### config.mk
export PLATFORM = sky130hd
export DESIGN_NAME = stepper_step_pulse_generator_flat
export DESIGN_NICKNAME = d
export VERILOG_FILES = /design/src/design/ssp_pkg.sv /design/src/design/ssp_req_if.sv /design/src/design/ssp_rsp_if.sv /design/src/design/ssp_csr.sv /design/src/design/ssp_divider.sv /design/src/design/ssp_datapath.sv /design/src/design/ssp_ctrl.sv /design/src/design/stepper_step_pulse_generator.sv /design/src/flat_wrapper.sv
export SDC_FILE = /design/constraint.sdc
export NUM_CORES = 1
export LEC_CHECK = 0
export BUFFER_PORTS_ARGS = -buffer_cell sky130_fd_sc_hd__buf_2
export CORE_ASPECT_RATIO = 0.5
export CORE_MARGIN = 5
export CORE_UTILIZATION = 55
export DETAILED_ROUTE_END_ITERATION = 6
export PLACE_DENSITY = 0.87
export SYNTH_ARGS = -nofsm -noshare
export SYNTH_HDL_FRONTEND = slang
export SYNTH_SLANG_ARGS = --single-unit
### constraint.sdc
create_clock -name clock -period 7.1 [get_ports clock]
set_input_delay 1.42 -clock clock [delete_from_list [all_inputs] [get_ports clock]]
set_output_delay 1.42 -clock clock [all_outputs]
set_load 0.1 [all_outputs]
### src/design/ssp_pkg.sv
// Shared types, widths and constants of the stepper step pulse generator.
package ssp_pkg;

   // Field and state widths
   localparam int ANGLE_W   = 16;
   localparam int STEPS_W   = 22;
   localparam int COUNT_W   = 26;
   localparam int MODE_W    = 3;
   localparam int SPR_W     = 11;
   localparam int RPM_W     = 12;
   localparam int HIGH_W    = 8;
   localparam int PPR_W     = 16;
   localparam int MAG_W     = ANGLE_W + 1;
   localparam int PROD_W    = MAG_W + SPR_W;

   // Divider geometry: two quotient bits are resolved per cycle
   localparam int DIV_W       = 32;
   localparam int DIVISOR_W   = 16;
   localparam int DIV_CYCLES  = DIV_W / 2;
   localparam int DIV_CNT_W   = $clog2(DIV_CYCLES);

   // Arithmetic constants
   localparam logic [DIV_W-1:0]     US_PER_MIN  = 32'd60000000;
   localparam logic [DIVISOR_W-1:0] DEG_PER_REV = 16'd360;
   localparam logic [STEPS_W-1:0]   STEPS_MAX   = 22'h3FFFFF;
   localparam logic [MODE_W-1:0]    MODE_LAST   = 3'd5;

   // Input function codes
   localparam logic FUNC_ANGLE = 1'b0;

   // Configuration port
   localparam int CSR_ADDR_W = 4;
   localparam int CSR_DATA_W = 32;
   localparam int REG_IDX_W  = 2;
   localparam logic [REG_IDX_W-1:0] REG_MODE = 2'd0;
   localparam logic [REG_IDX_W-1:0] REG_SPR  = 2'd1;
   localparam logic [REG_IDX_W-1:0] REG_RPM  = 2'd2;
   localparam logic [REG_IDX_W-1:0] REG_HIGH = 2'd3;

   // Register reset values
   localparam logic [MODE_W-1:0] MODE_RESET = 3'd0;
   localparam logic [SPR_W-1:0]  SPR_RESET  = 11'd200;
   localparam logic [RPM_W-1:0]  RPM_RESET  = 12'd60;
   localparam logic [HIGH_W-1:0] HIGH_RESET = 8'd4;

   typedef struct packed {
      logic [MODE_W-1:0] mode;
      logic [SPR_W-1:0]  spr;
      logic [RPM_W-1:0]  rpm;
      logic [HIGH_W-1:0] high;
   } cfg_type;

   // Phase of the step line
   typedef enum logic [2:0] {
      PH_IDLE = 3'b001,
      PH_HIGH = 3'b010,
      PH_LOW  = 3'b100
   } phase_type;

   // Which quotient the shared divider produces
   typedef enum logic [1:0] {
      DIV_STEPS     = 2'd0,
      DIV_PER_REV   = 2'd1,
      DIV_PER_PULSE = 2'd2
   } div_sel_type;

   // Controller to datapath
   typedef struct packed {
      logic        take_req;
      logic        div_start;
      div_sel_type div_sel;
      logic        commit;
   } ctrl_cmd_type;

   // Datapath to controller
   typedef struct packed {
      logic is_cmd;
      logic pulse_start;
      logic div_done;
   } ctrl_stat_type;

   // Modes above the last table entry fall back to full step
   function automatic logic [MODE_W-1:0] eff_mode(input logic [MODE_W-1:0] mode);
      return (mode > MODE_LAST) ? '0 : mode;
   endfunction

endpackage

### src/design/ssp_req_if.sv
// Input channel: angle commands and microsecond ticks.
interface ssp_req_if
   import ssp_pkg::*;
   ();
   logic                      valid;
   logic                      ready;
   logic                      func;
   logic signed [ANGLE_W-1:0] angle_deg;

   modport source (output valid, output func, output angle_deg, input ready);
   modport sink   (input valid, input func, input angle_deg, output ready);
endinterface

### src/design/ssp_rsp_if.sv
// Result channel: step line, directions, mode pins and pending step count.
interface ssp_rsp_if
   import ssp_pkg::*;
   ();
   logic               valid;
   logic               ready;
   logic               step_level;
   logic               dir_motor1;
   logic               dir_motor2;
   logic [MODE_W-1:0]  mode_pins;
   logic [STEPS_W-1:0] steps_left;
   logic               busy_res;

   modport source (output valid, output step_level, output dir_motor1, output dir_motor2,
                   output mode_pins, output steps_left, output busy_res, input ready);
   modport sink   (input valid, input step_level, input dir_motor1, input dir_motor2,
                   input mode_pins, input steps_left, input busy_res, output ready);
endinterface

### src/design/ssp_csr.sv
// Configuration registers behind the APB-style port.
module ssp_csr
   import ssp_pkg::*;
(
   input  logic                  clock,
   input  logic                  reset,
   input  logic                  psel,
   input  logic                  penable,
   input  logic                  pwrite,
   input  logic [CSR_ADDR_W-1:0] paddr,
   input  logic [CSR_DATA_W-1:0] pwdata,
   output logic [CSR_DATA_W-1:0] prdata,
   output logic                  pready,
   output cfg_type               cfg
);

   cfg_type                cfg_ff;
   cfg_type                cfg_in;
   logic [REG_IDX_W-1:0]   reg_idx;
   logic                   wr_en;

   assign pready  = 1'b1;
   assign reg_idx = paddr[CSR_ADDR_W-1:2];
   assign wr_en   = psel && penable && pwrite;
   assign cfg     = cfg_ff;

   // Write decode
   always_comb begin
      cfg_in = cfg_ff;
      if (wr_en) begin
         unique case (reg_idx)
            REG_MODE: cfg_in.mode = pwdata[MODE_W-1:0];
            REG_SPR:  cfg_in.spr  = pwdata[SPR_W-1:0];
            REG_RPM:  cfg_in.rpm  = pwdata[RPM_W-1:0];
            REG_HIGH: cfg_in.high = pwdata[HIGH_W-1:0];
            default:  cfg_in = cfg_ff;
         endcase
      end
   end

   always_ff @(posedge clock) begin
      if (reset) begin
         cfg_ff.mode <= MODE_RESET;
         cfg_ff.spr  <= SPR_RESET;
         cfg_ff.rpm  <= RPM_RESET;
         cfg_ff.high <= HIGH_RESET;
      end else begin
         cfg_ff <= cfg_in;
      end
   end

   // Read decode
   always_comb begin
      unique case (reg_idx)
         REG_MODE: prdata = CSR_DATA_W'(cfg_ff.mode);
         REG_SPR:  prdata = CSR_DATA_W'(cfg_ff.spr);
         REG_RPM:  prdata = CSR_DATA_W'(cfg_ff.rpm);
         REG_HIGH: prdata = CSR_DATA_W'(cfg_ff.high);
         default:  prdata = '0;
      endcase
   end

endmodule

### src/design/ssp_divider.sv
// Restoring unsigned divider resolving two quotient bits per cycle.
module ssp_divider
   import ssp_pkg::*;
(
   input  logic                 clock,
   input  logic                 reset,
   input  logic                 start,
   input  logic [DIV_W-1:0]     dividend,
   input  logic [DIVISOR_W-1:0] divisor,
   output logic                 done,
   output logic [DIV_W-1:0]     quotient
);

   localparam int RQ_W = DIVISOR_W + DIV_W;

   logic                 busy_ff, busy_in;
   logic                 done_ff, done_in;
   logic [DIV_CNT_W-1:0] cnt_ff, cnt_in;
   logic [RQ_W-1:0]      rq_ff, rq_in;
   logic [DIVISOR_W-1:0] divisor_ff, divisor_in;

   // One restoring step on {remainder, dividend/quotient}
   function automatic logic [RQ_W-1:0] div_step(input logic [RQ_W-1:0] rq,
                                                input logic [DIVISOR_W-1:0] d);
      logic [DIVISOR_W:0] trial;
      logic [DIVISOR_W:0] diff;
      trial = {rq[RQ_W-1:DIV_W], rq[DIV_W-1]};
      diff  = trial - {1'b0, d};
      if (trial >= {1'b0, d}) begin
         return {diff[DIVISOR_W-1:0], rq[DIV_W-2:0], 1'b1};
      end else begin
         return {trial[DIVISOR_W-1:0], rq[DIV_W-2:0], 1'b0};
      end
   endfunction

   always_comb begin
      busy_in    = busy_ff;
      done_in    = 1'b0;
      cnt_in     = cnt_ff;
      rq_in      = rq_ff;
      divisor_in = divisor_ff;
      if (start) begin
         busy_in    = 1'b1;
         cnt_in     = '0;
         rq_in      = {{DIVISOR_W{1'b0}}, dividend};
         divisor_in = divisor;
      end else if (busy_ff) begin
         rq_in  = div_step(div_step(rq_ff, divisor_ff), divisor_ff);
         cnt_in = cnt_ff + 1'b1;
         if (cnt_ff == DIV_CNT_W'(DIV_CYCLES - 1)) begin
            busy_in = 1'b0;
            done_in = 1'b1;
         end
      end
   end

   always_ff @(posedge clock) begin
      if (reset) begin
         busy_ff <= 1'b0;
         done_ff <= 1'b0;
         cnt_ff  <= '0;
      end else begin
         busy_ff <= busy_in;
         done_ff <= done_in;
         cnt_ff  <= cnt_in;
      end
      rq_ff      <= rq_in;
      divisor_ff <= divisor_in;
   end

   assign done     = done_ff;
   assign quotient = rq_ff[DIV_W-1:0];

endmodule

### src/design/ssp_datapath.sv
// Datapath: step count, pulse timing state, divider operands and result register.
module ssp_datapath
   import ssp_pkg::*;
(
   input  logic                      clock,
   input  logic                      reset,
   input  cfg_type                   cfg,
   input  ctrl_cmd_type              cmd,
   output ctrl_stat_type             stat,
   input  logic                      req_func,
   input  logic signed [ANGLE_W-1:0] req_angle_deg,
   output logic                      rsp_step_level,
   output logic                      rsp_dir_motor1,
   output logic                      rsp_dir_motor2,
   output logic [MODE_W-1:0]         rsp_mode_pins,
   output logic [STEPS_W-1:0]        rsp_steps_left,
   output logic                      rsp_busy_res
);

   // Latched item
   logic               func_ff;
   logic [ANGLE_W-1:0] angle_ff;

   // Pulse generator state
   logic [STEPS_W-1:0] steps_ff, steps_in;
   phase_type          phase_ff, phase_in;
   logic [COUNT_W-1:0] count_ff, count_in;
   logic [COUNT_W-1:0] low_ff, low_in;
   logic               dir_cw_ff, dir_cw_in;

   // Result register
   logic               rsp_step_ff;
   logic               rsp_dir_ff;
   logic [MODE_W-1:0]  rsp_mode_ff;
   logic [STEPS_W-1:0] rsp_steps_ff;
   logic               rsp_busy_ff;

   // Derived values
   logic [MODE_W-1:0]    mode_eff;
   logic [PPR_W-1:0]     ppr;
   logic [COUNT_W-1:0]   high_eff;
   logic [MAG_W-1:0]     mag;
   logic [PROD_W-1:0]    mag_x_spr;
   logic [DIV_W-1:0]     prod;
   logic [DIV_W-1:0]     per_rev;
   logic [COUNT_W-1:0]   per_pulse;
   logic [COUNT_W-1:0]   low_calc;
   logic [STEPS_W-1:0]   steps_calc;
   logic [COUNT_W-1:0]   count_dec;
   logic [DIV_W-1:0]     div_dividend;
   logic [DIVISOR_W-1:0] div_divisor;
   logic                 div_done;
   logic [DIV_W-1:0]     div_q;

   // Pulses per revolution is the full step count scaled by the microstep power of two
   assign mode_eff  = eff_mode(cfg.mode);
   assign ppr       = PPR_W'(cfg.spr) << mode_eff;
   assign high_eff  = (cfg.high == '0) ? COUNT_W'(1) : COUNT_W'(cfg.high);

   // Magnitude of the commanded angle and the pulse product
   assign mag       = angle_ff[ANGLE_W-1] ? (MAG_W'(1) << ANGLE_W) - MAG_W'(angle_ff)
                                          : MAG_W'(angle_ff);
   assign mag_x_spr = PROD_W'(mag) * PROD_W'(cfg.spr);
   assign prod      = DIV_W'(mag_x_spr) << mode_eff;

   // Divider operand selection
   assign per_rev = (cfg.rpm == '0) ? US_PER_MIN : div_q;
   always_comb begin
      case (cmd.div_sel)
         DIV_STEPS: begin
            div_dividend = prod;
            div_divisor  = DEG_PER_REV;
         end
         DIV_PER_REV: begin
            div_dividend = US_PER_MIN;
            div_divisor  = DIVISOR_W'(cfg.rpm);
         end
         DIV_PER_PULSE: begin
            div_dividend = per_rev;
            div_divisor  = ppr;
         end
         default: begin
            div_dividend = prod;
            div_divisor  = DEG_PER_REV;
         end
      endcase
   end

   ssp_divider u_divider (
      .clock    (clock),
      .reset    (reset),
      .start    (cmd.div_start),
      .dividend (div_dividend),
      .divisor  (div_divisor),
      .done     (div_done),
      .quotient (div_q)
   );

   // Quotient interpretation once the last division of an item is done
   assign steps_calc = (div_q > DIV_W'(STEPS_MAX)) ? STEPS_MAX : div_q[STEPS_W-1:0];
   assign per_pulse  = (ppr == '0) ? '0 : div_q[COUNT_W-1:0];
   assign low_calc   = (per_pulse < high_eff) ? high_eff : per_pulse - high_eff;
   assign count_dec  = count_ff - 1'b1;

   assign stat.is_cmd      = (func_ff == FUNC_ANGLE);
   assign stat.pulse_start = (phase_ff == PH_IDLE) && (steps_ff != '0);
   assign stat.div_done    = div_done;

   // Item update, applied when the result is committed
   always_comb begin
      steps_in  = steps_ff;
      phase_in  = phase_ff;
      count_in  = count_ff;
      low_in    = low_ff;
      dir_cw_in = dir_cw_ff;
      if (cmd.commit) begin
         if (func_ff == FUNC_ANGLE) begin
            dir_cw_in = ~angle_ff[ANGLE_W-1];
            steps_in  = steps_calc;
         end else begin
            unique case (phase_ff)
               PH_IDLE: begin
                  if (steps_ff != '0) begin
                     steps_in = steps_ff - 1'b1;
                     phase_in = PH_HIGH;
                     count_in = high_eff;
                     low_in   = low_calc;
                  end
               end
               PH_HIGH: begin
                  count_in = count_dec;
                  if (count_dec == '0) begin
                     if (low_ff <= COUNT_W'(1)) begin
                        phase_in = PH_IDLE;
                        count_in = '0;
                     end else begin
                        phase_in = PH_LOW;
                        count_in = low_ff - 1'b1;
                     end
                  end
               end
               PH_LOW: begin
                  if (count_ff != '0) begin
                     count_in = count_dec;
                  end
                  if (count_ff <= COUNT_W'(1)) begin
                     phase_in = PH_IDLE;
                  end
               end
               default: begin
                  phase_in = PH_IDLE;
               end
            endcase
         end
      end
   end

   always_ff @(posedge clock) begin
      if (reset) begin
         steps_ff  <= '0;
         phase_ff  <= PH_IDLE;
         count_ff  <= '0;
         low_ff    <= '0;
         dir_cw_ff <= 1'b1;
      end else begin
         steps_ff  <= steps_in;
         phase_ff  <= phase_in;
         count_ff  <= count_in;
         low_ff    <= low_in;
         dir_cw_ff <= dir_cw_in;
      end
   end

   // Input latch and result register
   always_ff @(posedge clock) begin
      if (cmd.take_req) begin
         func_ff  <= req_func;
         angle_ff <= req_angle_deg;
      end
      if (cmd.commit) begin
         rsp_step_ff  <= (phase_in == PH_HIGH);
         rsp_dir_ff   <= dir_cw_in;
         rsp_mode_ff  <= mode_eff;
         rsp_steps_ff <= steps_in;
         rsp_busy_ff  <= (phase_in != PH_IDLE) || (steps_in != '0);
      end
   end

   assign rsp_step_level = rsp_step_ff;
   assign rsp_dir_motor1 = rsp_dir_ff;
   assign rsp_dir_motor2 = ~rsp_dir_ff;
   assign rsp_mode_pins  = rsp_mode_ff;
   assign rsp_steps_left = rsp_steps_ff;
   assign rsp_busy_res   = rsp_busy_ff;

endmodule

### src/design/ssp_ctrl.sv
// Controller: sequences item acceptance, divisions and result hand-off.
module ssp_ctrl
   import ssp_pkg::*;
(
   input  logic          clock,
   input  logic          reset,
   input  logic          req_valid,
   output logic          req_ready,
   output logic          rsp_valid,
   input  logic          rsp_ready,
   input  ctrl_stat_type stat,
   output ctrl_cmd_type  cmd
);

   typedef enum logic [5:0] {
      ST_IDLE     = 6'b000001,
      ST_PREP     = 6'b000010,
      ST_WAIT_CMD = 6'b000100,
      ST_WAIT_RPM = 6'b001000,
      ST_WAIT_PPR = 6'b010000,
      ST_EMIT     = 6'b100000
   } state_type;

   state_type state_ff, state_in;
   logic      rsp_valid_ff, rsp_valid_in;
   logic      slot_free;

   // The result register is free when empty or being drained this cycle
   assign slot_free = !rsp_valid_ff || rsp_ready;

   always_comb begin
      state_in      = state_ff;
      cmd.take_req  = 1'b0;
      cmd.div_start = 1'b0;
      cmd.div_sel   = DIV_STEPS;
      cmd.commit    = 1'b0;
      unique case (state_ff)
         ST_IDLE: begin
            if (req_valid) begin
               cmd.take_req = 1'b1;
               state_in     = ST_PREP;
            end
         end
         ST_PREP: begin
            if (stat.is_cmd) begin
               cmd.div_start = 1'b1;
               cmd.div_sel   = DIV_STEPS;
               state_in      = ST_WAIT_CMD;
            end else if (stat.pulse_start) begin
               cmd.div_start = 1'b1;
               cmd.div_sel   = DIV_PER_REV;
               state_in      = ST_WAIT_RPM;
            end else begin
               state_in = ST_EMIT;
            end
         end
         ST_WAIT_CMD: begin
            if (stat.div_done) begin
               state_in = ST_EMIT;
            end
         end
         ST_WAIT_RPM: begin
            cmd.div_sel = DIV_PER_PULSE;
            if (stat.div_done) begin
               cmd.div_start = 1'b1;
               state_in      = ST_WAIT_PPR;
            end
         end
         ST_WAIT_PPR: begin
            cmd.div_sel = DIV_PER_PULSE;
            if (stat.div_done) begin
               state_in = ST_EMIT;
            end
         end
         ST_EMIT: begin
            cmd.div_sel = DIV_PER_PULSE;
            if (slot_free) begin
               cmd.commit = 1'b1;
               state_in   = ST_IDLE;
            end
         end
         default: begin
            state_in = ST_IDLE;
         end
      endcase
   end

   // Result valid flag
   always_comb begin
      rsp_valid_in = rsp_valid_ff;
      if (cmd.commit) begin
         rsp_valid_in = 1'b1;
      end else if (rsp_ready) begin
         rsp_valid_in = 1'b0;
      end
   end

   always_ff @(posedge clock) begin
      if (reset) begin
         state_ff     <= ST_IDLE;
         rsp_valid_ff <= 1'b0;
      end else begin
         state_ff     <= state_in;
         rsp_valid_ff <= rsp_valid_in;
      end
   end

   assign req_ready = (state_ff == ST_IDLE);
   assign rsp_valid = rsp_valid_ff;

endmodule

### src/design/stepper_step_pulse_generator.sv
// Top level of the stepper step pulse generator: register port, controller and datapath.
// Each input beat is either an angle command or a one-microsecond tick, and each one
// yields exactly one result beat with the step line level, the direction pair, the
// microstep pins and the pending step count. Items are handled one at a time; a finished
// result waits in an output register while the next beat is already taken. An angle
// command runs one division on the shared divider, which resolves two quotient bits per
// cycle, and a tick that starts a new pulse runs two chained ones for the low time of
// the new pulse. Any other tick needs no division. Configuration is written through the
// APB-style port at byte addresses 0, 4, 8 and 12 and should only be changed while the
// block is idle.
module stepper_step_pulse_generator
   import ssp_pkg::*;
(
   input  logic                  clock,
   input  logic                  reset,
   ssp_req_if.sink               req_chan,
   ssp_rsp_if.source             rsp_chan,
   input  logic                  csr_psel,
   input  logic                  csr_penable,
   input  logic                  csr_pwrite,
   input  logic [CSR_ADDR_W-1:0] csr_paddr,
   input  logic [CSR_DATA_W-1:0] csr_pwdata,
   output logic [CSR_DATA_W-1:0] csr_prdata,
   output logic                  csr_pready
);

   cfg_type       cfg;
   ctrl_cmd_type  cmd;
   ctrl_stat_type stat;

   ssp_csr u_csr (
      .clock   (clock),
      .reset   (reset),
      .psel    (csr_psel),
      .penable (csr_penable),
      .pwrite  (csr_pwrite),
      .paddr   (csr_paddr),
      .pwdata  (csr_pwdata),
      .prdata  (csr_prdata),
      .pready  (csr_pready),
      .cfg     (cfg)
   );

   ssp_ctrl u_ctrl (
      .clock     (clock),
      .reset     (reset),
      .req_valid (req_chan.valid),
      .req_ready (req_chan.ready),
      .rsp_valid (rsp_chan.valid),
      .rsp_ready (rsp_chan.ready),
      .stat      (stat),
      .cmd       (cmd)
   );

   ssp_datapath u_datapath (
      .clock          (clock),
      .reset          (reset),
      .cfg            (cfg),
      .cmd            (cmd),
      .stat           (stat),
      .req_func       (req_chan.func),
      .req_angle_deg  (req_chan.angle_deg),
      .rsp_step_level (rsp_chan.step_level),
      .rsp_dir_motor1 (rsp_chan.dir_motor1),
      .rsp_dir_motor2 (rsp_chan.dir_motor2),
      .rsp_mode_pins  (rsp_chan.mode_pins),
      .rsp_steps_left (rsp_chan.steps_left),
      .rsp_busy_res   (rsp_chan.busy_res)
   );

endmodule

### src/flat_wrapper.sv
// flat-port wrapper written by rule: the top's interface ports become plain ports
module stepper_step_pulse_generator_flat import ssp_pkg::*;
  (clock, reset, csr_psel, csr_penable, csr_pwrite, csr_paddr, csr_pwdata, csr_prdata, csr_pready, req_chan_valid, req_chan_func, req_chan_angle_deg, req_chan_ready, rsp_chan_valid, rsp_chan_step_level, rsp_chan_dir_motor1, rsp_chan_dir_motor2, rsp_chan_mode_pins, rsp_chan_steps_left, rsp_chan_busy_res, rsp_chan_ready);
  ssp_req_if req_chan_i ();
  ssp_rsp_if rsp_chan_i ();
  input  logic clock;
  input  logic reset;
  input  logic csr_psel;
  input  logic csr_penable;
  input  logic csr_pwrite;
  input  logic [CSR_ADDR_W-1:0] csr_paddr;
  input  logic [CSR_DATA_W-1:0] csr_pwdata;
  output logic [CSR_DATA_W-1:0] csr_prdata;
  output logic csr_pready;
  input wire logic [$bits(req_chan_i.valid)-1:0] req_chan_valid;
  input wire logic [$bits(req_chan_i.func)-1:0] req_chan_func;
  input wire logic [$bits(req_chan_i.angle_deg)-1:0] req_chan_angle_deg;
  output wire logic [$bits(req_chan_i.ready)-1:0] req_chan_ready;
  output wire logic [$bits(rsp_chan_i.valid)-1:0] rsp_chan_valid;
  output wire logic [$bits(rsp_chan_i.step_level)-1:0] rsp_chan_step_level;
  output wire logic [$bits(rsp_chan_i.dir_motor1)-1:0] rsp_chan_dir_motor1;
  output wire logic [$bits(rsp_chan_i.dir_motor2)-1:0] rsp_chan_dir_motor2;
  output wire logic [$bits(rsp_chan_i.mode_pins)-1:0] rsp_chan_mode_pins;
  output wire logic [$bits(rsp_chan_i.steps_left)-1:0] rsp_chan_steps_left;
  output wire logic [$bits(rsp_chan_i.busy_res)-1:0] rsp_chan_busy_res;
  input wire logic [$bits(rsp_chan_i.ready)-1:0] rsp_chan_ready;
  assign req_chan_i.valid = req_chan_valid;
  assign req_chan_i.func = req_chan_func;
  assign req_chan_i.angle_deg = req_chan_angle_deg;
  assign req_chan_ready = req_chan_i.ready;
  assign rsp_chan_valid = rsp_chan_i.valid;
  assign rsp_chan_step_level = rsp_chan_i.step_level;
  assign rsp_chan_dir_motor1 = rsp_chan_i.dir_motor1;
  assign rsp_chan_dir_motor2 = rsp_chan_i.dir_motor2;
  assign rsp_chan_mode_pins = rsp_chan_i.mode_pins;
  assign rsp_chan_steps_left = rsp_chan_i.steps_left;
  assign rsp_chan_busy_res = rsp_chan_i.busy_res;
  assign rsp_chan_i.ready = rsp_chan_ready;
  stepper_step_pulse_generator u_core (.clock(clock), .reset(reset), .req_chan(req_chan_i), .rsp_chan(rsp_chan_i), .csr_psel(csr_psel), .csr_penable(csr_penable), .csr_pwrite(csr_pwrite), .csr_paddr(csr_paddr), .csr_pwdata(csr_pwdata), .csr_prdata(csr_prdata), .csr_pready(csr_pready));
endmodule
Yosys cells after proc, flatten, opt, wreduce, memory -nomap -nowiden
Cells that the tools add are included.
Cells by class
  $add $sub $neg: 8
  multiply operators: 1
  divide/modulo/power cells: 0
  order comparisons: 7
  equality and inequality tests: 24
  shift-type cells: 2
  muxes and demuxes: 56
  bitwise operators: 3
  reduce and logical (&&, ||, !) cells: 29
Operator list (count)
  48-bit two-way mux: 4
  26-bit two-way mux: 6
  32-bit one-hot mux with 4 select lines: 1
  22-bit two-way mux: 5
  32-bit two-way mux: 3
  26-bit one-hot mux with 3 select lines: 1
  32-bit one-hot mux with 2 select lines: 1
  26-bit by 1-bit less-or-equal comparator with 1-bit output (second input constant): 2
  26-bit by 1-bit subtractor with 26-bit output (second input constant): 2
  22-bit nonzero test: 2
  6-bit two-way mux: 6
  17-bit by 16-bit >= comparator with 1-bit output: 2
  32-bit by 22-bit > comparator with 1-bit output (second input constant): 1
  16-bit one-hot mux with 2 select lines: 1
  28-bit by 3-bit << shifter with 32-bit output: 1
  16-bit subtractor: 2
  6-bit one-hot mux with 5 select lines: 1
  17-bit by 11-bit multiplier with 28-bit output: 1
  3-bit two-way mux: 9
  26-bit logical NOT: 1
  26-bit by 8-bit < comparator with 1-bit output: 1
  26-bit nonzero test: 1
  26-bit by 8-bit subtractor with 26-bit output: 1
  22-bit by 1-bit subtractor with 22-bit output (second input constant): 1
  41 further kinds: 74
Word-level totals
  register bits after elaboration: 234
  latch bits: 0
  memory bits (writable): 0
  ROM bits: 0
  output and inout bits: 64
  logic and storage cells: 154
  memories kept: 0

Longest topological paths before layout
Gate-level depths: netlist of the first run.
  depth after elaboration: 10
  mapped depth: 29
  gate-level depth less buffers: 26

By module
Synthesis of the first run repeated with hierarchy kept, for this count alone.
Second synthesis, totals
  cell total of the unflattened synthesis: 2723
  area total of the unflattened synthesis: 23199.8 sq um
Modules (own cells, without submodules)
  ssp_datapath: instances 1, cells an instance 2036, area each 16156.7 sq um
  ssp_divider: instances 1, cells an instance 451, area each 4723.3 sq um
  ssp_csr: instances 1, cells an instance 179, area each 1816.7 sq um
  ssp_ctrl: instances 1, cells an instance 57, area each 503.0 sq um

Least setup slack after synthesis of the first run
Ideal clock, no wire load.
  kind: register -> register
  start point: register u_core.u_datapath.angle_ff[4]
  end point: register u_core.u_datapath.u_divider.rq_ff[27], data pin
  library setup time: 0.276 ns
  data arrival time: 7.282 ns
  slack: -0.457 ns
  stages on the path, launching flop included: 27
  path through: edfxtp_1 -> or3_1 -> or3_1 -> nand2b_1 -> o31ai_1 -> xnor2_1 -> clkbuf_1 -> nand2_1 -> fa_1 -> inv_1 -> fa_1 -> fa_1 -> fa_1 -> inv_1 -> fa_1 -> inv_1 -> ha_1 -> clkbuf_1 -> nand4_1 -> or3_1 -> a211o_1 -> a31o_2 -> o21ai_1 -> xnor2_1 -> mux2_2 -> a222oi_1 -> o211ai_1
Between the ends
  word-level cells in the longest chain between the ends: 6
Ends and longest elaborated chain
  from (decl): RTL line ssp_datapath.sv:22  | logic [ANGLE_W-1:0] angle_ff;
  from (signal assigned): RTL line ssp_datapath.sv:178  | angle_ff <= req_angle_deg;
  17-bit by 16-bit subtractor with 17-bit output: RTL line ssp_datapath.sv:61  | assign mag = angle_ff[ANGLE_W-1] ? (MAG_W'(1) << ANGLE_W) - MAG_W'(angle_ff)
  17-bit two-way mux *: RTL line ssp_datapath.sv:61
  17-bit by 11-bit multiplier with 28-bit output *: RTL line ssp_datapath.sv:63  | assign mag_x_spr = PROD_W'(mag) * PROD_W'(cfg.spr);
  28-bit by 3-bit << shifter with 32-bit output *: RTL line ssp_datapath.sv:64  | assign prod = DIV_W'(mag_x_spr) << mode_eff;
  32-bit one-hot mux with 2 select lines *: RTL line ssp_datapath.sv:69  | case (cmd.div_sel)
  32-bit two-way mux *: RTL line ssp_divider.sv:42  | if (start) begin
  net u_core.u_datapath.u_divider.rq_in[27]: RTL line ssp_divider.sv:19  | logic [RQ_W-1:0] rq_ff, rq_in;
  to (signal assigned): RTL line ssp_divider.sv:67  | rq_ff <= rq_in;
  to (decl): RTL line ssp_divider.sv:19
The timed path passes the listed nets; every way through them passes the cells marked *.
A chain may end at the register's enable or synchronous reset.

Final worst setup path of the first run
  start point: register u_core.u_datapath.angle_ff[3]
  end point: register u_core.u_datapath.u_divider.rq_ff[29], data pin
Same word-level chain as after synthesis.

==> results of run 1 <==
[synth_stat cells, drive strengths merged (11+ instances only)]
cell type	instances	area, µm²
a211o	11	96.3
a211oi	25	188
a21o	31	233
a21oi	155	791
a221oi	12	105
a22o	13	114
a22oi	15	113
a31oi	26	163
a32o	16	160
and2	113	707
and3	13	81.3
buf	45	270
clkbuf	138	518
dfxtp	141	2820
edfxtp	93	2790
fa	137	2740
ha	116	1450
inv	243	912
mux2	28	315
mux2i	58	581
nand2	280	1050
nand2b	24	150
nand3	55	275
nand3b	13	97.6
nand4	27	169
nor2	206	773
nor2b	36	225
nor3	59	310
nor4	41	293
o211ai	17	128
o21a	17	128
o21ai	116	581
o21bai	20	150
o22ai	16	106
o31ai	13	97.6
or2	24	150
or3	27	169
or4	17	135
xnor2	55	482
xor2	40	350
[metal layers]
metal | wire, µm | vias up | track usage [%]
met5 | 0 | - | 0
met4 | 2460 | 0 | 8.72
met3 | 5710 | 222 | 4.73
met2 | 29300 | 1078 | 43.4
met1 | 26200 | 10000 | 36.9
li1 | - | 9607 | -
[critical path: stages (launching register included)]
cell and delay [ns]:
edfxtp_1 0.38, or3_4 0.40, or3_4 0.40, nand2b_4 0.17, o31ai_4 0.17, xnor2_1 0.16, buf_4 0.19, buf_4 0.11
buf_4 0.12, nand2_1 0.07, fa_1 0.51, inv_1 0.05, fa_1 0.50, fa_1 0.54, inv_1 0.05, fa_1 0.53
inv_1 0.05, ha_1 0.31, ha_1 0.31, nand4_1 0.17, or4_4 0.53, o22ai_4 0.19, o311a_1 0.26, buf_4 0.14
mux2i_1 0.06, a211o_1 0.34, a22oi_1 0.18, nand2_1 0.09
[how the worst min path moves through the flow]
stage / start / endpoint / cells past startpoint
5_1_grt: u_core.u_datapath.u_divider.cnt_ff[3] / u_core.u_datapath.u_divider.done / 2
2_1_floorplan: u_core.u_datapath.u_divider.cnt_ff[3] / u_core.u_datapath.u_divider.done / 2
6_report: u_core.u_datapath.u_divider.cnt_ff[3] / u_core.u_datapath.u_divider.done / 2
3_5_place_dp: u_core.u_datapath.u_divider.cnt_ff[3] / u_core.u_datapath.u_divider.done / 2
3_3_place_gp: u_core.u_datapath.u_divider.cnt_ff[3] / u_core.u_datapath.u_divider.done / 2
4_1_cts: u_core.u_datapath.u_divider.cnt_ff[3] / u_core.u_datapath.u_divider.done / 2
[state kept, by name, summed over array words and instances, names as in the netlist, 6 cells and up]
name                                    flops
u_core.u_datapath.count_ff                 26
u_core.u_datapath.steps_ff                 22
u_core.u_datapath.u_divider.divisor_ff     16
u_core.u_datapath.angle_ff                 16
u_core.u_csr.cfg                           34
u_core.u_datapath.low_ff                   26
u_core.u_datapath.rsp_steps_left           22
u_core.u_ctrl.state_ff                      6
u_core.u_datapath.u_divider.rq_ff          48
[repair_timing]
item	4_1_cts	5_1_grt
gates resized for setup	30	50
gates cloned	0	1
setup buffers	14	5
pin swaps	38	17
setup endpoints to repair	16	21
[per-stage QoR]
stage	power (mW)	cell area, µm²
after floorplan	5.64	22800
after global placement	7.11	24000
after detailed placement	7.31	24000
after CTS	8.93	25100
after global routing	10.2	25400
final	9.50	25400
[final cells by class]
type                            count  area [µm²]
Clock buffer                       28         626
Clock inverter                     16         185
Fill cell                        3166       15000
Inverter                          245         920
Multi-Input combinational cell   2058       15900
Sequential cell                   234        5620
Tap cell                          540         676
Timing Repair Buffer              226        1530
[cell families after synthesis]
logic type,share of synthesized area (%)
other,0.0334
adder cells (fa/ha/maj),18.7
AND/OR/NAND/NOR,21.8
XOR/XNOR,3.70
flip-flops,24.9
AO/OA/AOI/OAI,18.5
buffers and inverters,7.59
multiplexers,4.68
[power groups by stage]
stage | logic, mW | clock network, mW | registers, mW
after floorplan | 4.09 | 0 | 1.54
after CTS | 6.04 | 1.35 | 1.54
final | 6.61 | 1.34 | 1.54
after detailed placement | 5.75 | 0 | 1.57
after global placement | 5.55 | 0 | 1.56
after global routing | 7.19 | 1.42 | 1.55
[cell usage in the layout (no fill, tap or decap), types with 16 or more instances in the layout]
master     instances
nor2_1           205
o211ai_1          17
o21ai_0          105
inv_1            237
or2_2             23
mux2_2            26
a21oi_1          144
o21bai_1          20
edfxtp_1          93
nand4_1           27
nand2b_1          23
nand3_1           55
clkbuf_16         24
buf_4            142
ha_1             108
nor2b_1           36
or3_1             23
fa_1             135
a21o_1            31
a31oi_1           22
nand2_1          274
a32o_1            16
nor4_1            36
buf_2             79
conb_1            32
o21a_1            17
nor3_1            56
xor2_1            36
a211oi_1          23
mux2i_1           57
and2_1           111
dfxtp_1          140
xnor2_1           47
==> metrics, run 1 <==
status=finished with violations; failing checks=setup timing; setup ws final=-0.137 ns; Chip Height=153 µm; max_slew headroom=19.1%; initial antenna violation count=0; Syn-to-layout area delta=12.9%; f_max=138 MHz; max cap viols=0; H-tree depth=1; TNS Setup=-0.741 ns; Cell Count, Final, Fillers Out=3347; clock latency on the worst-skew pair=0.57 ns; max-slew violation count=0; Starting Density=55.7%; Sw Ratio=45.1%; clk sinks=234; worst hold margin=0.503 ns; nets=3102; iteration count of the initial detailed-routing pass=7; Setup WS pre-CTS=-0.291 ns; clock share of power=14.1%; share of the yosys chip area belonging to registers=24.9%; post-route ant nets=0; grt total ovfl=0; R2R Path End=u_core.u_datapath.u_divider.rq_ff[29]; post-route minimum period=7.24 ns; via count=21000; Seq cells post-synth=234; CP Max Fanout=5; gate count after technology mapping=2690; first-pass GRT wire length=102 mm; hold buffers post-CTS=0; Rows=52; internal power=5.22 mW; Post-route DRC=0; post-synth cell types=100; leak pwr=10.9 nW; hpwl dp=46.7 mm; die width=296 µm; CP required=7.39 ns; Tightest Hold Check Type=flop to flop; share of layout cells above drive strength 1=15.5%; Synth warnings=0; Core Region=40400 µm²; Final Util=62.9%; Startpoint Class=flop; combinational share of power=69.6%; sw power=4.28 mW; CTS max path bufs=3; FFs w/ async S/R, synth=0%; total wire length=63.7 mm; Clock Pin Slew Worst Setup and Hold Paths=0.07 ns; # diodes=0; die footprint=45300 µm²; worst slew pin tran=1.21 ns; RSZ-0062 raised after global routing=yes; vias in the first global route=19800; RR Startpoint=u_core.u_datapath.angle_ff[3]; GRT Total Usage=26.8%; Clock Skew=0.0328 ns; Reg2Reg Depth=27; Syn Area/Cell=8.37 µm²; DR iter-0 viols=2302; CTS Buf Count=24; Final period util=102%; PD cells=374 nW/µm²; Avg Vias per Cell=6.26; mapped cell area=22500 µm²; Setup crit start=u_core.u_datapath.angle_ff[3]; Setup-failing EPs final=8; Crit. End Element=flop; R2R Setup Slk=-0.14 ns; sequential share of power=16.3%; number of synthesized flops with an enable pin=93; Worst Setup Path Type=flop to flop; # port buffers=80; Worst Path Arrival=7.53 ns; Avg WL per Cell=19.0 µm; IR drop worst, VDD=0.372 mV; Final Hold Vio Count=0; ys flop type=dfxtp_1; CTS tree=yes; largest net degree at the start of global routing=101; Placed Instances=3283; Clk Tree Root Cell=clkbuf_16; # IOs=124; Worst Setup EP=u_core.u_datapath.u_divider.rq_ff[29]; Placer Congestion=0.954
Note: power is estimated with default switching activity, not from simulation.
==> inputs of run 2 (changes only) <==
--- a/config.mk
+++ b/config.mk
@@ -9,6 +9,7 @@
 export CORE_ASPECT_RATIO = 0.5
 export CORE_MARGIN = 5
 export CORE_UTILIZATION = 55
+export CTS_BUF_LIST = sky130_fd_sc_hd__clkbuf_8
 export DETAILED_ROUTE_END_ITERATION = 6
 export PLACE_DENSITY = 0.87
 export SYNTH_ARGS = -nofsm -noshare
==> metrics, run 2 (synthesized netlist as in run 1, its figures left out) <==
status=finished with violations; failing checks=DRC, setup timing; max cap viols=0 (unchanged); # diodes=0 (unchanged); initial antenna violation count=0 (unchanged); die width=296 µm (unchanged); TNS Setup=-1.97 ns (-1.23 ns); sequential share of power=15.5% (-0.8 points); Post-route DRC=1 (+1); met1 usage=36.7% (-0.16 points); max reg flops=48 (unchanged); GRT Total Usage=26.9% (+0.086 points); post-route ant nets=0 (unchanged); RSZ-0062 raised after global routing=yes; R2R Path End=u_core.u_datapath.u_divider.rq_ff[29]; largest net degree at the start of global routing=101 (unchanged); worst slew pin tran=1.23 ns (+0.0126 ns); Worst Setup Path Type=flop to flop; H-tree depth=2 (+1); CTS max path bufs=3 (unchanged); Tightest Hold Check Type=flop to flop; # port buffers=80 (unchanged); CP required=7.41 ns (+0.02 ns); Avg WL per Cell=19.3 µm (+1.5%); fill cell count=3106 (-1.9%); Avg Vias per Cell=6.27 (+0.15%); die footprint=45300 µm² (unchanged); total wire length=65.2 mm (+2.4%); global route hottest layer=met2; via count=21200 (+1.0%); Final Util=63.5% (+0.59 points); grt total ovfl=0 (unchanged); CP Max Fanout=5 (unchanged); Worst Setup EP=u_core.u_datapath.u_divider.rq_ff[29]; IR drop worst, VDD=0.412 mV (+11%); Final Hold Vio Count=0 (unchanged); Placed Instances=3283 (unchanged); hpwl dp=46.7 mm (unchanged); Final Cell Area=25700 µm² (+0.95%); combinational share of power=71.8% (+2.2 points); most frequent cells in the layout=269 x nand2_1, 235 x inv_1, 202 x nor2_1, 141 x a21oi_1, 141 x buf_4; Clk Tree Root Cell=clkbuf_8; Sw Ratio=46.3% (+1.2 points); Buf+Inv Stages, Crit Path=5 (-2); Placer Congestion=0.954 (unchanged); internal power=5.35 mW (+2.6%); Starting Density=55.7% (unchanged); CTS tree=yes; share of layout cells above drive strength 1=17.6% (+2.2 points); PD cells=388 nW/µm² (+3.9%); most frequent CP cell=fa_1; Chip Height=153 µm (unchanged); Final period util=103% (+1.4 points); first-pass GRT wire length=102 mm (+0.10%); Worst path top cell family by delay=adder cells; # IOs=124 (unchanged); Startpoint Class=flop; max-slew violation count=0 (unchanged); area occupied by multi-input gates=16100 µm² (+1.4%); Post-DP Area=24000 µm² (unchanged); Crit. End Element=flop; critical path depth=25 (-7.4%); Top reg by flops=u_core.u_datapath.u_divider.rq_ff; CTS Buf Count=38 (+58%); leak pwr=11.0 nW (+0.93%); Setup crit start=u_core.u_datapath.angle_ff[3]; CP max stage cell=fa_1; Worst Path Arrival=7.65 ns (+0.12 ns); Rows=52 (unchanged); clk sinks=234 (unchanged); iteration count of the initial detailed-routing pass=7 (unchanged); Worst path max stage delay=0.54 ns (about the same); FF+latch area=5620 µm² (unchanged); vias in the first global route=20000 (+1.2%); routing usage on met3=4.83% (+0.10 points); Setup-failing EPs final=15 (+7); Final Total Pwr=9.96 mW (+4.9%); sw power=4.61 mW (+7.7%); post-route minimum period=7.34 ns (+0.102 ns); met2 Use GR=43.6% (+0.22 points); Reg2Reg Depth=25 (-7.4%); RR Startpoint=u_core.u_datapath.angle_ff[3]; DR iter-0 viols=2525 (+9.7%); most common cell after layout, fill and taps aside=nand2_1; clock latency on the worst-skew pair=0.59 ns (+0.02 ns); Clock Skew=0.0396 ns (+0.00683 ns); Clock Pin Slew Worst Setup and Hold Paths=0.07 ns (about the same); Core Region=40400 µm² (unchanged); nets=3121 (+0.61%); Cell Count, Final, Fillers Out=3377 (+0.90%); R2R Setup Slk=-0.24 ns (-0.10 ns); clock share of power=12.7% (-1.4 points); max_slew headroom=18.2% (-0.83 points); f_max=136 MHz (-1.4%); Syn-to-layout area delta=14.0%; setup ws final=-0.239 ns (-0.102 ns)
==> run 2: cell count changes in the layout (fill, tap and decap cells not counted), sizes merged <==
cell	change
clkinvlp	-1
clkbuf	+13
inv	+6
buf	+5
clkinv	+7
==> run 2: metrics by stage <==
| step | hold slack, ns | setup WS [ns] |
|---|---|---|
| after detailed placement | 0.473 | -0.291 |
| final | 0.501 | -0.239 |
| after global placement | 0.462 | -0.154 |
| after floorplan | 0.440 | 0.00301 |
| after CTS | 0.480 | -0.0553 |
| after global routing | 0.526 | -0.536 |
==> run 2: final cells by class <==
cell class	instances	area share, %
clock buffers	41	2.20
clock inverters	28	0.849
repair buffers	231	6.15
flip-flops and latches	234	21.9
well taps	540	2.63
multi-input cells	2058	62.7
inverters	245	3.58
==> run 2: routing by layer <==
metal	wire [µm]	share of wire [%]
met5	0	0
met4	2460	3.8
met1	26300	40
met2	30300	46
met3	6190	9.5
==> run 2: power groups by stage <==
stage,Clock [mW],Sequential (mW),Combinational [mW]
2_1_floorplan,0,1.54,4.09
3_3_place_gp,0,1.56,5.55
3_5_place_dp,0,1.57,5.75
4_1_cts,1.26,1.54,6.01
5_1_grt,1.33,1.55,7.70
6_report,1.26,1.54,7.16
==> run 2: worst min-delay path by stage <==
stage          slack [ns]                               end  depth (start not counted)                             startpoint
3_5_place_dp         0.47  u_core.u_datapath.u_divider.done                          2  u_core.u_datapath.u_divider.cnt_ff[3]
4_1_cts              0.48  u_core.u_datapath.u_divider.done                          2  u_core.u_datapath.u_divider.cnt_ff[2]
3_3_place_gp         0.46  u_core.u_datapath.u_divider.done                          2  u_core.u_datapath.u_divider.cnt_ff[3]
5_1_grt              0.53  u_core.u_datapath.u_divider.done                          2  u_core.u_datapath.u_divider.cnt_ff[3]
6_report             0.50  u_core.u_datapath.u_divider.done                          2  u_core.u_datapath.u_divider.cnt_ff[2]
2_1_floorplan        0.44  u_core.u_datapath.u_divider.done                          2  u_core.u_datapath.u_divider.cnt_ff[3]
==> run 2: what timing repair did <==
item,4_1_cts,5_1_grt
gates cloned,0,1
setup buffers,12,12
resized for setup,31,116
hold buffers,0,0
setup endpoints to repair,18,21
pin swaps,36,57
==> run 2: worst register-to-register path, stage by stage, from the launching register on <==
cell and delay, ns:
edfxtp_1 0.38, or3_4 0.40, or3_4 0.39, o31a_1 0.28, xor2_2 0.27, buf_6 0.18
nand2_2 0.06, fa_1 0.50, fa_1 0.53, inv_2 0.04, fa_1 0.49, fa_1 0.53
inv_2 0.05, fa_1 0.54, inv_2 0.06, ha_4 0.25, a21o_1 0.18, a22o_1 0.28
a31oi_4 0.25, o22ai_4 0.13, o311a_4 0.40, buf_4 0.14, mux2i_1 0.10, a211o_1 0.39
a22oi_2 0.20, nand2_1 0.07
